File: src/hw/rtl/vsc_pkg.sv
`timescale 1ns / 1ps
// Shared types and constants for the vehicle speed conditioner.
// No dependencies; imported by vehicle_speed_conditioner_unit.

package vsc_pkg;

   localparam int RAW_W    = 13;
   localparam int SPEED_W  = 13;
   localparam int HOLD_W   = 8;
   localparam int DISP_W   = 9;
   localparam int CSR_AW   = 3;
   localparam int CSR_DW   = 13;
   localparam int REQ_DW   = 16;
   localparam int RSP_DW   = 40;

   localparam logic [RAW_W-1:0]   RAW_ERROR_MIN  = 13'h1FFE;
   localparam logic [SPEED_W-1:0] OUT_ERROR_CODE = 13'h1FFF;
   localparam logic [RAW_W-1:0]   LOW_SPEED_RAW  = 13'd10;
   localparam logic [RAW_W-1:0]   CAL_KNEE_RAW   = 13'd355;
   localparam logic [19:0]        CAL_MUL        = 20'd103;
   localparam logic [19:0]        CAL_OFFSET     = 20'd2222;
   // ceil(2^23 / 25): exact quotient for dividends below 2^18
   localparam logic [36:0]        RECIP_25       = 37'd335545;
   localparam int                 RECIP_25_SH    = 23;
   // ceil(2^16 / 5): exact quotient for dividends below 2^12
   localparam logic [25:0]        RECIP_5        = 26'd13108;
   localparam logic [16:0]        CEIL_160_BIAS  = 17'd159;

   localparam logic [SPEED_W-1:0] SPEED_CAP_RST   = 13'd4606;
   localparam logic [RAW_W-1:0]   RUN_ON_RST      = 13'd44;
   localparam logic [RAW_W-1:0]   RUN_OFF_RST     = 13'd36;
   localparam logic [HOLD_W-1:0]  HOLD_TICKS_RST  = 8'd200;
   localparam logic [SPEED_W-1:0] OUT_CAP_RST     = 13'h10AB;

   typedef enum logic [1:0] {
      CMD_TICK     = 2'd0,
      CMD_STANDBY  = 2'd1,
      CMD_IGN_INIT = 2'd2
   } cmd_type;

   typedef enum logic [CSR_AW-1:0] {
      CSR_SPEED_CAP   = 3'd0,
      CSR_RUN_ON_RAW  = 3'd1,
      CSR_RUN_OFF_RAW = 3'd2,
      CSR_HOLD_TICKS  = 3'd3,
      CSR_OUT_CAP     = 3'd4
   } csr_index_type;

   typedef enum logic [1:0] {
      DISP_HOLD,
      DISP_ZERO,
      DISP_FLOOR,
      DISP_CEIL
   } disp_mode_type;

endpackage

File: src/hw/rtl/vehicle_speed_conditioner_unit.sv
`timescale 1ns / 1ps
// Vehicle speed conditioner: raw CAN speed to tenths, running flag,
// calibrated outgoing speed and display km/h. Depends on vsc_pkg.

// Usage
//  - req channel: tuser carries the command (tick, standby, ignition
//    init); tdata carries raw speed and the three status bits.
//  - rsp channel: one result per request, in request order, holding the
//    four conditioned values after that request.
//  - csr port: single-cycle writes of the five calibration registers,
//    allowed only while no request is in flight.
//  Timing: a request enters an input register, the state register then
//  updates the conditioning state (two chained constant multiplies),
//  and the result register then loads with the display value. One
//  request per cycle is sustained while rsp_tready stays high.
//  Reset: synchronous; valid flags and conditioning state clear,
//  calibration registers load their defaults, no result is pending.
//  Stall: while rsp_tready is low the result register holds and the
//  two stages behind it keep filling, so req_tready drops only once
//  all three stages are full.

module vehicle_speed_conditioner_unit
   import vsc_pkg::*;
(
   input  logic              clock,
   input  logic              reset,
   input  logic              req_tvalid,
   output logic              req_tready,
   // [12:0] can_speed, [13] signal_present, [14] invalid_flag,
   // [15] ign_elapsed
   input  logic [REQ_DW-1:0] req_tdata,
   // [1:0] cmd
   input  logic [1:0]        req_tuser,
   output logic              rsp_tvalid,
   input  logic              rsp_tready,
   // [12:0] speed_tenths, [13] running, [26:14] out_speed,
   // [35:27] display_kmh, [39:36] zero
   output logic [RSP_DW-1:0] rsp_tdata,
   input  logic              csr_we,
   input  logic [CSR_AW-1:0] csr_addr,
   input  logic [CSR_DW-1:0] csr_wdata
);

   // calibration registers
   logic [SPEED_W-1:0] speed_cap_ff, out_cap_ff;
   logic [RAW_W-1:0]   run_on_ff, run_off_ff;
   logic [HOLD_W-1:0]  hold_ticks_ff;

   // input stage
   logic             a_valid_ff;
   logic [1:0]       a_cmd_ff;
   logic [RAW_W-1:0] a_raw_ff;
   logic             a_present_ff, a_invalid_ff, a_ign_ff;

   // state stage
   logic               b_valid_ff;
   logic [SPEED_W-1:0] speed_ff, speed_in;
   logic               running_ff, running_in;
   logic [HOLD_W-1:0]  hold_ff, hold_in;
   logic [SPEED_W-1:0] out_speed_ff, out_speed_in;
   disp_mode_type      disp_mode_ff, disp_mode_in;

   // result stage
   logic               c_valid_ff;
   logic [SPEED_W-1:0] c_speed_ff, c_out_speed_ff;
   logic               c_running_ff;
   logic [DISP_W-1:0]  display_ff, display_in;

   logic a_en, b_en, c_en;

   // datapath of the state stage
   logic               err, good, knee, low;
   logic [16:0]        spd_x9;
   logic [SPEED_W-1:0] spd_round;
   logic [19:0]        cal_x103, cal_num;
   logic [36:0]        cal_prod;
   logic [13:0]        cal_q, cal_t;
   logic [SPEED_W-1:0] cal_out;

   // datapath of the result stage
   logic [16:0] dsp_x9, dsp_sum;
   logic [11:0] dsp_div32;
   logic [25:0] dsp_prod;

   // ---------------------------------------------------------------
   // Flow control: each stage advances when the one ahead frees up.
   // ---------------------------------------------------------------
   assign c_en       = !c_valid_ff || rsp_tready;
   assign b_en       = !b_valid_ff || c_en;
   assign a_en       = !a_valid_ff || b_en;
   assign req_tready = a_en;

   // ---------------------------------------------------------------
   // Calibration registers
   // ---------------------------------------------------------------
   always_ff @(posedge clock) begin
      if (reset) begin
         speed_cap_ff  <= SPEED_CAP_RST;
         run_on_ff     <= RUN_ON_RST;
         run_off_ff    <= RUN_OFF_RST;
         hold_ticks_ff <= HOLD_TICKS_RST;
         out_cap_ff    <= OUT_CAP_RST;
      end else if (csr_we) begin
         unique case (csr_addr)
            CSR_SPEED_CAP:   speed_cap_ff  <= csr_wdata;
            CSR_RUN_ON_RAW:  run_on_ff     <= csr_wdata;
            CSR_RUN_OFF_RAW: run_off_ff    <= csr_wdata;
            CSR_HOLD_TICKS:  hold_ticks_ff <= csr_wdata[HOLD_W-1:0];
            CSR_OUT_CAP:     out_cap_ff    <= csr_wdata;
            default:         ;
         endcase
      end
   end

   // ---------------------------------------------------------------
   // Input register
   // ---------------------------------------------------------------
   always_ff @(posedge clock) begin
      if (reset) begin
         a_valid_ff <= 1'b0;
      end else if (a_en) begin
         a_valid_ff <= req_tvalid;
      end
   end

   always_ff @(posedge clock) begin
      if (a_en && req_tvalid) begin
         a_cmd_ff     <= req_tuser;
         a_raw_ff     <= req_tdata[RAW_W-1:0];
         a_present_ff <= req_tdata[13];
         a_invalid_ff <= req_tdata[14];
         a_ign_ff     <= req_tdata[15];
      end
   end

   // ---------------------------------------------------------------
   // Conditioning arithmetic
   // ---------------------------------------------------------------
   always_comb begin
      err  = a_raw_ff >= RAW_ERROR_MIN;
      good = a_present_ff && !a_invalid_ff && !err;
      knee = a_raw_ff > CAL_KNEE_RAW;
      low  = a_raw_ff < LOW_SPEED_RAW;

      // raw * 0.5625 = raw * 9 / 16, rounded half up
      spd_x9    = 17'({a_raw_ff, 3'b000}) + 17'(a_raw_ff) + 17'd8;
      spd_round = spd_x9[16:4];

      // raw * 1.03 with knee offset; divide by 100 as /4 then /25
      cal_x103 = 20'(a_raw_ff) * CAL_MUL;
      cal_num  = knee ? cal_x103 + CAL_OFFSET : cal_x103;
      cal_prod = 37'(cal_num[19:2]) * RECIP_25;
      cal_q    = cal_prod[RECIP_25_SH +: 14];
      cal_t    = knee ? cal_q : cal_q + 14'd1;
      if (low) begin
         cal_out = '0;
      end else if (cal_t >= {1'b0, out_cap_ff}) begin
         cal_out = out_cap_ff;
      end else begin
         cal_out = cal_t[SPEED_W-1:0];
      end
   end

   // ---------------------------------------------------------------
   // Next state per command
   // ---------------------------------------------------------------
   always_comb begin
      speed_in     = speed_ff;
      running_in   = running_ff;
      hold_in      = hold_ff;
      out_speed_in = out_speed_ff;
      disp_mode_in = DISP_HOLD;

      unique case (a_cmd_ff)
         CMD_TICK: begin
            speed_in = '0;
            if (a_ign_ff && good) begin
               speed_in = (spd_round > speed_cap_ff) ? speed_cap_ff : spd_round;
            end

            priority if (!good) begin
               running_in = 1'b0;
            end else if (a_raw_ff > run_on_ff) begin
               running_in = 1'b1;
            end else if (a_raw_ff < run_off_ff) begin
               running_in = 1'b0;
            end else begin
               // inside the dead band: hold the flag
               running_in = running_ff;
            end

            priority if (!a_present_ff) begin
               out_speed_in = '0;
               hold_in      = '0;
            end else if (err) begin
               out_speed_in = OUT_ERROR_CODE;
               hold_in      = '0;
            end else if (a_invalid_ff) begin
               // count up the hold, then flag the error
               if (hold_ff < hold_ticks_ff) begin
                  hold_in = hold_ff + 8'd1;
               end else begin
                  out_speed_in = OUT_ERROR_CODE;
               end
            end else begin
               hold_in      = '0;
               out_speed_in = cal_out;
            end

            if (!good || low) begin
               disp_mode_in = DISP_ZERO;
            end else begin
               disp_mode_in = knee ? DISP_FLOOR : DISP_CEIL;
            end
         end
         CMD_STANDBY: begin
            speed_in     = '0;
            running_in   = 1'b0;
            out_speed_in = '0;
            disp_mode_in = DISP_ZERO;
         end
         CMD_IGN_INIT: begin
            speed_in     = '0;
            running_in   = 1'b0;
            out_speed_in = '0;
            hold_in      = '0;
            disp_mode_in = DISP_ZERO;
         end
         default: ;
      endcase
   end

   always_ff @(posedge clock) begin
      if (reset) begin
         b_valid_ff   <= 1'b0;
         speed_ff     <= '0;
         running_ff   <= 1'b0;
         hold_ff      <= '0;
         out_speed_ff <= '0;
         disp_mode_ff <= DISP_ZERO;
      end else if (b_en) begin
         b_valid_ff <= a_valid_ff;
         if (a_valid_ff) begin
            speed_ff     <= speed_in;
            running_ff   <= running_in;
            hold_ff      <= hold_in;
            out_speed_ff <= out_speed_in;
            disp_mode_ff <= disp_mode_in;
         end
      end
   end

   // ---------------------------------------------------------------
   // Display: out_speed * 5625 / 100000 = out_speed * 9 / 160
   // ---------------------------------------------------------------
   always_comb begin
      dsp_x9    = 17'({out_speed_ff, 3'b000}) + 17'(out_speed_ff);
      dsp_sum   = (disp_mode_ff == DISP_CEIL) ? dsp_x9 + CEIL_160_BIAS : dsp_x9;
      dsp_div32 = dsp_sum[16:5];
      dsp_prod  = 26'(dsp_div32) * RECIP_5;

      unique case (disp_mode_ff)
         DISP_ZERO:  display_in = '0;
         DISP_FLOOR,
         DISP_CEIL:  display_in = dsp_prod[16 +: DISP_W];
         default:    display_in = display_ff;
      endcase
   end

   // ---------------------------------------------------------------
   // Result register
   // ---------------------------------------------------------------
   always_ff @(posedge clock) begin
      if (reset) begin
         c_valid_ff <= 1'b0;
         display_ff <= '0;
      end else if (c_en) begin
         c_valid_ff <= b_valid_ff;
         if (b_valid_ff) begin
            display_ff <= display_in;
         end
      end
   end

   always_ff @(posedge clock) begin
      if (c_en && b_valid_ff) begin
         c_speed_ff     <= speed_ff;
         c_running_ff   <= running_ff;
         c_out_speed_ff <= out_speed_ff;
      end
   end

   assign rsp_tvalid = c_valid_ff;
   assign rsp_tdata  = {4'b0000, display_ff, c_out_speed_ff, c_running_ff, c_speed_ff};

endmodule
File: config.mk
export PLATFORM = sky130hd
export DESIGN_NAME = vehicle_speed_conditioner_unit
export DESIGN_NICKNAME = d
export VERILOG_FILES = /design/src/hw/rtl/vsc_pkg.sv /design/src/hw/rtl/vehicle_speed_conditioner_unit.sv
export SDC_FILE = /design/constraint.sdc
export NUM_CORES = 1
export LEC_CHECK = 0
export ABC_AREA = 1
export BUFFER_PORTS_ARGS = -buffer_cell sky130_fd_sc_hd__buf_2
export CAP_MARGIN = 5
export CORE_MARGIN = 8
export CORE_UTILIZATION = 30
export DETAILED_ROUTE_END_ITERATION = 8
export RECOVER_POWER = 50
export SKIP_CTS_REPAIR_TIMING = 1
export SLEW_MARGIN = 0
export SYNTH_ARGS = -nofsm -noshare
export SYNTH_HDL_FRONTEND = slang
export SYNTH_SLANG_ARGS = --single-unit
File: constraint.sdc
create_clock -name clock -period 31.5 [get_ports clock]
set_clock_uncertainty 0.1 [all_clocks]
set_input_delay 7.875 -clock clock [delete_from_list [all_inputs] [get_ports clock]]
set_output_delay 7.875 -clock clock [all_outputs]
set_load 0.02 [all_outputs]
Word level (Yosys, flattened, before mapping). Cells that the tools add are included.

Bits of input ports: 39. Logic and storage cells: 111. Register bits after elaboration: 154. Output and inout port bits: 42.

$mul: 3. Add/sub/neg operators: 7. Reduce and logical (&&, ||, !) cells: 33. Equality and inequality tests: 12. $lt $le $gt $ge: 8. Mux-type cells: 26.

Operators with widths (number): $mux 13 (8); $pmux 13 s2 (2); $mul 18x19->37 const B (1); $add 16x13->17 (2); $mux 8 (4); $gt 13x13->1 (2); $mul 12x12->23 const B (1); $add 20x12->20 const B (1); $mul 13x7->20 const B (1); $mux 20 (1); $pmux 9 s2 (1); $add 17x4->17 const B (1); $add 17x8->17 const B (1); $mux 17 (1); $pmux 8 s2 (1); $add 14x1->14 const B (1); $ge 14x13->1 (1); $mux 14 (1); $ge 13x13->1 const B (1); $gt 13x9->1 const B (1); $lt 13x13->1 (1); $lt 13x4->1 const B (1); $reduce_and 2->1 (6); $reduce_and 4->1 (3); 21 further kinds (45).

Depth between registers and ports, before layout. Gate-level depths: netlist (run 1).

Word-level depth: 13. Depth in mapped cells: 76. Mapped depth without buffers: 75.

Worst setup path after synthesis (run 1). No wires, ideal clock.

Path type: input -> output. Start point: input port rsp_tready. End point: output port req_tready. Buffers on the path: 0. Slack: 15161 ps. Cell stages on the path: 4. Data required time: 23525 ps. Data arrival time: 8364 ps. Cell sequence: nor2_1 > inv_1 > nor2_1 > nand2_1.

Cells in the longest elaborated chain, start to end: 3.

RTL lines: from (decl) (line vehicle_speed_conditioner_unit.sv:35) `input logic rsp_tready,`; $logic_or 1x1->1 (line vehicle_speed_conditioner_unit.sv:88) `assign c_en = !c_valid_ff || rsp_tready;`; $logic_or 1x1->1 (line vehicle_speed_conditioner_unit.sv:89) `assign b_en = !b_valid_ff || c_en;`; $logic_or 1x1->1 (line vehicle_speed_conditioner_unit.sv:90) `assign a_en = !a_valid_ff || b_en;`; to (decl) (line vehicle_speed_conditioner_unit.sv:28) `output logic req_tready,`.

Every way passes these cells.

Worst setup path after layout (run 1). Same ends and word-level chain as after synthesis.

==> results of run 1 <==
-- logic make-up after synthesis --
group                      count (synthesis)
other                                      1
buffers and inverters                    612
xor gates and xnor gates                  67
and+or+nand+nor                          663
adders and majority gates                574
AOI/OAI and AO/OA                        375
DFF                                      154
-- sequential cells by signal, summed over array words and instances (netlist names), 2 cells and up --
register        count
a_raw_ff           13
out_cap_ff         13
c_out_speed_ff     13
speed_ff           13
display_ff          9
a_cmd_ff            2
c_speed_ff         13
disp_mode_ff        2
hold_ff             8
run_on_ff          13
out_speed_ff       13
run_off_ff         13
hold_ticks_ff       8
speed_cap_ff       13
-- path summary, 6_finish.rpt --
path                                                start                             to  cells after the start
worst max-delay path                           rsp_tready                     req_tready                      6
worst max register to register      a_raw_ff[7]$_DFFE_PP_  out_speed_ff[12]$_SDFFE_PP0P_                     64
worst min register to register  speed_ff[12]$_SDFFE_PP0P_       c_speed_ff[12]$_DFFE_PP_                      0
worst min-delay path            speed_ff[12]$_SDFFE_PP0P_       c_speed_ff[12]$_DFFE_PP_                      0
-- placed cells by master (no fill, tap or decap), types with 12 or more instances in the layout --
| cell type | count |
|---|---|
| clkbuf_16 | 17 |
| xor2_1 | 52 |
| o21ai_0 | 87 |
| a21oi_1 | 182 |
| nand3_1 | 81 |
| ha_1 | 391 |
| nand2_2 | 17 |
| o211ai_1 | 40 |
| fa_1 | 183 |
| xnor2_1 | 15 |
| edfxtp_1 | 45 |
| buf_2 | 36 |
| clkbuf_1 | 42 |
| nand4_1 | 21 |
| nand2_1 | 377 |
| dfxtp_1 | 109 |
| nor3_1 | 15 |
| o21bai_1 | 12 |
| o21a_1 | 12 |
| inv_1 | 570 |
| nor2_1 | 107 |
-- synth_stat cells (all sizes together) (6+ instances only) --
| library cell | count | area share |
|---|---|---|
| xnor2 | 15 | 0.0065 |
| a21boi | 6 | 0.0022 |
| nand3 | 88 | 0.024 |
| o21a | 12 | 0.0045 |
| ha | 391 | 0.24 |
| buf | 9 | 0.0031 |
| dfxtp | 109 | 0.11 |
| nand4 | 23 | 0.0078 |
| o21bai | 12 | 0.0045 |
| inv | 578 | 0.11 |
| edfxtp | 45 | 0.067 |
| a21oi | 186 | 0.047 |
| nor2 | 115 | 0.024 |
| fa | 183 | 0.18 |
| nor3 | 15 | 0.0037 |
| o21ai | 90 | 0.022 |
| clkbuf | 24 | 0.0045 |
| or2 | 11 | 0.0034 |
| nand2 | 397 | 0.077 |
| xor2 | 52 | 0.023 |
| o211ai | 40 | 0.015 |
-- critical path, stage by stage --
cell	delay, ns
buf_2	0.09
nor2_1	0.20
inv_1	0.08
nor2_1	0.13
nand2_1	0.10
buf_2	0.17
-- per-stage QoR --
step,area (µm²),instances
CTS,22100,3403
detailed placement,21400,3371
global route,22000,3403
finish,22000,3403
global placement,21400,3371
floorplan,20100,2449
-- layout make-up --
type | count | share of cell area
Clock buffer | 17 | 0.0193
Clock inverter | 15 | 0.00830
Inverter | 579 | 0.0988
Multi-Input combinational cell | 1683 | 0.647
Sequential cell | 154 | 0.161
Tap cell | 873 | 0.0497
Timing Repair Buffer | 82 | 0.0167
-- layer usage --
layer	share of wire	track usage	vias up	routed length, µm
met2	0.47	0.211	176	21800
met1	0.49	0.172	7153	22900
met4	0.011	0.0231	0	530
met5	0	0	-	0
met3	0.025	0.0126	33	1170
li1	-	-	7972	-
==> run summary, run 1 <==
final setup vio count = 0
Fmax = 0.0601 GHz
setup tns final = 0 ns
clk buf depth = 2
Compound-Gate Fraction of Synth Area = 0.107
post-layout utilization of the core = 0.330
# H-tree levels = 4
Mapped Area = 20,100 µm²
row cnt = 95
Worst setup EP type = output pin
Boundary Pins = 81
GRT Total Usage = 0.124
DR DRC count = 0
Worst-Skew Late Latency = 0.43 ns
period utilization = 0.528
setup ws final = 14.87 ns
DRT Wirelength = 46.4 mm
RSZ-0062 raised after global routing = no
clock period minus worst slack = 16.63 ns
first-pass GRT wire length = 76.9 mm
r2r setup slk = 17.57 ns
Worst Max-Slew Pin Slew = 2.31 ns
clock sink count = 154
Filler cells = 7,073
Async SR Flop Fraction = 0
final-report hold violation count = 0
total core area = 66,700 µm²
post-DP HPWL = 39.7 mm
Netlist cell types = 54
routed vias = 15,300
total of warnings raised by yosys = 0
multi-input logic area = 14,200 µm²
syn_area_per_cell = 8.20 µm²
Startpoint Class = input pin
Reg clk slew, reported paths = 0.06 ns
share of layout cells above drive strength 1 = 0.0514
total gr overflow = 0
Post-DRT Antenna Nets = 0
simple-gate share of the synthesized area = 0.145
Area Overhead vs Synth = 9.61%
initial antenna violation count = 0
Die X = 275 µm
vias per cell = 4.51
Post-synth EDFFs = 45
Reg area = 3530 µm²
register bit total from synthesis = 154
largest family of logic cells by synthesized area = adder cells
failing checks = capacitance limit, slew limit
First-pass DRT Iterations = 5
routability congestion estimate = 0.867
number of global-route vias before repair = 15,200
synthesized instance count = 2,446
Post-Synth XOR/XNOR Area = 0.0292
Hold Path Class = flop to flop
Max Slew Vio Count = 74
antenna diode count = 0
crit-path max FO = 3
max cap viols = 2
post-synthesis adder-cell area fraction = 0.426
root buffer cell = clkbuf_16
CP Data Required Time = 23.53 ns
initial drt markers = 745
CTS buffer count = 17
Crit Path Class = input pin to output pin
post-synthesis mux area share = 0
status = finished with violations
Post-Place Worst Slack = 14.87 ns
nets@finish = 3,130
sequential area share after synthesis = 0.176
I/O Buffers = 76
clock tree from TritonCTS = built
drt wl/cell = 13.6 µm
largest net degree at the start of global routing = 59
relative slew slack = -0.539
Critical Path AT = 8.65 ns
hold slack = 0.334 ns
ys flop type = dfxtp_1
starting density of the core = 0.301
die height = 275 µm
die area = 75,400 µm²
Power of run 1 is left out: the tool's default activity adds up to more than one toggle a clock period on the data nets, which glitch-free logic cannot reach.
==> run 2, diff against run 1 <==
==> constraint.sdc (replaced) <==
create_clock -name clock -period 14.55 [get_ports clock]
set_clock_uncertainty 0.1 [all_clocks]
set_input_delay 3.6375 -clock clock [delete_from_list [all_inputs] [get_ports clock]]
set_output_delay 3.6375 -clock clock [all_outputs]
set_load 0.02 [all_outputs]
==> run 2 against run 1 <==
Net effect:
- the flow still finishes with violations (capacitance limit, slew limit)
- first-iteration DRC count fell by 5.4%
- worst setup slack got worse by 14 ns
- global-route usage rose by 0.34 points
- non-clock buffer count rose by 1
- register-to-register slack got worse by 16 ns
==> run summary, run 2 (same netlist as run 1, synthesis figures left out) <==
status = finished with violations
failing checks = capacitance limit, slew limit
CP Data Required Time = 14.74 ns (-8.79 ns)
CP most frequent cell = nand2_1
Crit Path Class = flop to flop
clk buf depth = 2 (unchanged)
Filler cells = 7,052 (-0.30%)
setup ws final = 1.25 ns (-13.62 ns)
met2 Track Usage GR = 0.219 (+0.00802)
total gr overflow = 0 (unchanged)
clock period minus worst slack = 13.30 ns
antenna diode count = 0 (unchanged)
die height = 275 µm (unchanged)
Fmax = 0.0752 GHz
initial drt markers = 705 (-5.4%)
crit-path max FO = 8 (+5)
First-pass DRT Iterations = 5 (unchanged)
final-report hold violation count = 0 (unchanged)
row cnt = 95 (unchanged)
Worst Max-Slew Pin Slew = 1.60 ns (-0.710 ns)
Boundary Pins = 81 (unchanged)
commonest non-fill, non-tap cell in the layout = inv_1
Reg clk slew, reported paths = 0.07 ns (about the same)
Startpoint Class = flop
clock sink count = 154 (unchanged)
# H-tree levels = 4 (unchanged)
Max Slew Vio Count = 59 (-20%)
routability congestion estimate = 0.876 (+1.1%)
Hold Path Class = flop to flop
number of global-route vias before repair = 15,500 (+1.5%)
Reg area = 3530 µm² (unchanged)
setup tns final = 0 ns (unchanged)
largest net degree at the start of global routing = 59 (unchanged)
nets@finish = 3,131 (+0.032%)
WP buf/inv = 12 (+9)
CP max stage cell = edfxtp_1
Area Overhead vs Synth = 9.67% (about the same)
DR DRC count = 0 (unchanged)
Worst setup EP type = flop
multi-input logic area = 14,200 µm² (about the same)
relative slew slack = -0.0670 (+0.472)
die area = 75,400 µm² (unchanged)
total core area = 66,700 µm² (unchanged)
RSZ-0062 raised after global routing = no
vias per cell = 4.52 (+0.27%)
GR Layer Usage met3 = 0.0108 (-0.00182)
Post-DRT Antenna Nets = 0 (unchanged)
max cap viols = 1 (-1)
root buffer cell = clkbuf_16
hold slack = 0.330 ns (-0.00340 ns)
DRT Wirelength = 47.5 mm (+2.5%)
Worst-Skew Late Latency = 0.45 ns (+0.02 ns)
delay-heaviest family, CP = adder cells
period utilization = 0.914
Die X = 275 µm (unchanged)
I/O Buffers = 76 (unchanged)
GRT Total Usage = 0.128 (+0.00341)
r2r setup slk = 1.25 ns (-16.32 ns)
post-layout utilization of the core = 0.330 (about the same)
CP max stage delay = 0.57 ns (+0.37 ns)
routed vias = 15,400 (+0.30%)
drt wl/cell = 14.0 µm (+2.5%)
post-DP HPWL = 40.8 mm (+2.6%)
CTS buffer count = 17 (unchanged)
commonest non-fill, non-tap cells in the layout = inv_1, ha_1, nand2_1, fa_1, a21oi_1
starting density of the core = 0.301 (unchanged)
Critical Path AT = 13.49 ns (+4.84 ns)
GR Util met1 = 0.175 (+0.00377)
final setup vio count = 0 (unchanged)
initial antenna violation count = 0 (unchanged)
first-pass GRT wire length = 78.6 mm (+2.2%)
GRT busiest layer = met2
Post-Place Worst Slack = 1.15 ns (-13.72 ns)
share of layout cells above drive strength 1 = 0.0494 (-0.00200)
clock tree from TritonCTS = built
[run 2: cell types whose count changed in the layout (fill, tap and decap cells not counted), sizes merged]
cell    before  now
clkbuf      59   63
inv        586  580
bufinv       2    3
buf         40   38
clkinv       4    8
[run 2: area by class of cell]
class,count,share of cell area
clock buffers,18,0.0195
clock inverters,14,0.00779
inverters,579,0.0987
multi-input cells,1683,0.647
flip-flops and latches,154,0.161
well taps,873,0.0496
repair buffers,83,0.0170
[run 2: final timing paths]
kind,start,to,cells past startpoint
worst min-delay path,speed_ff[2]$_SDFFE_PP0P_,c_speed_ff[2]$_DFFE_PP_,0
worst max register to register,a_raw_ff[2]$_DFFE_PP_,out_speed_ff[9]$_SDFFE_PP0P_,69
worst max-delay path,a_raw_ff[2]$_DFFE_PP_,out_speed_ff[9]$_SDFFE_PP0P_,69
worst min register to register,speed_ff[2]$_SDFFE_PP0P_,c_speed_ff[2]$_DFFE_PP_,0
[run 2: per-layer routing]
layer	vias up	part of all wire
met2	210	0.47
met3	39	0.026
met5	-	0
li1	7965	-
met4	0	0.013
met1	7166	0.49
[run 2: metrics by stage]
step | instance area [µm²] | instances
floorplan | 20100 | 2449
global placement | 21500 | 3372
detailed placement | 21500 | 3372
CTS | 22100 | 3404
global route | 22000 | 3404
finish | 22000 | 3404
Power of run 2 is left out for the same reason.
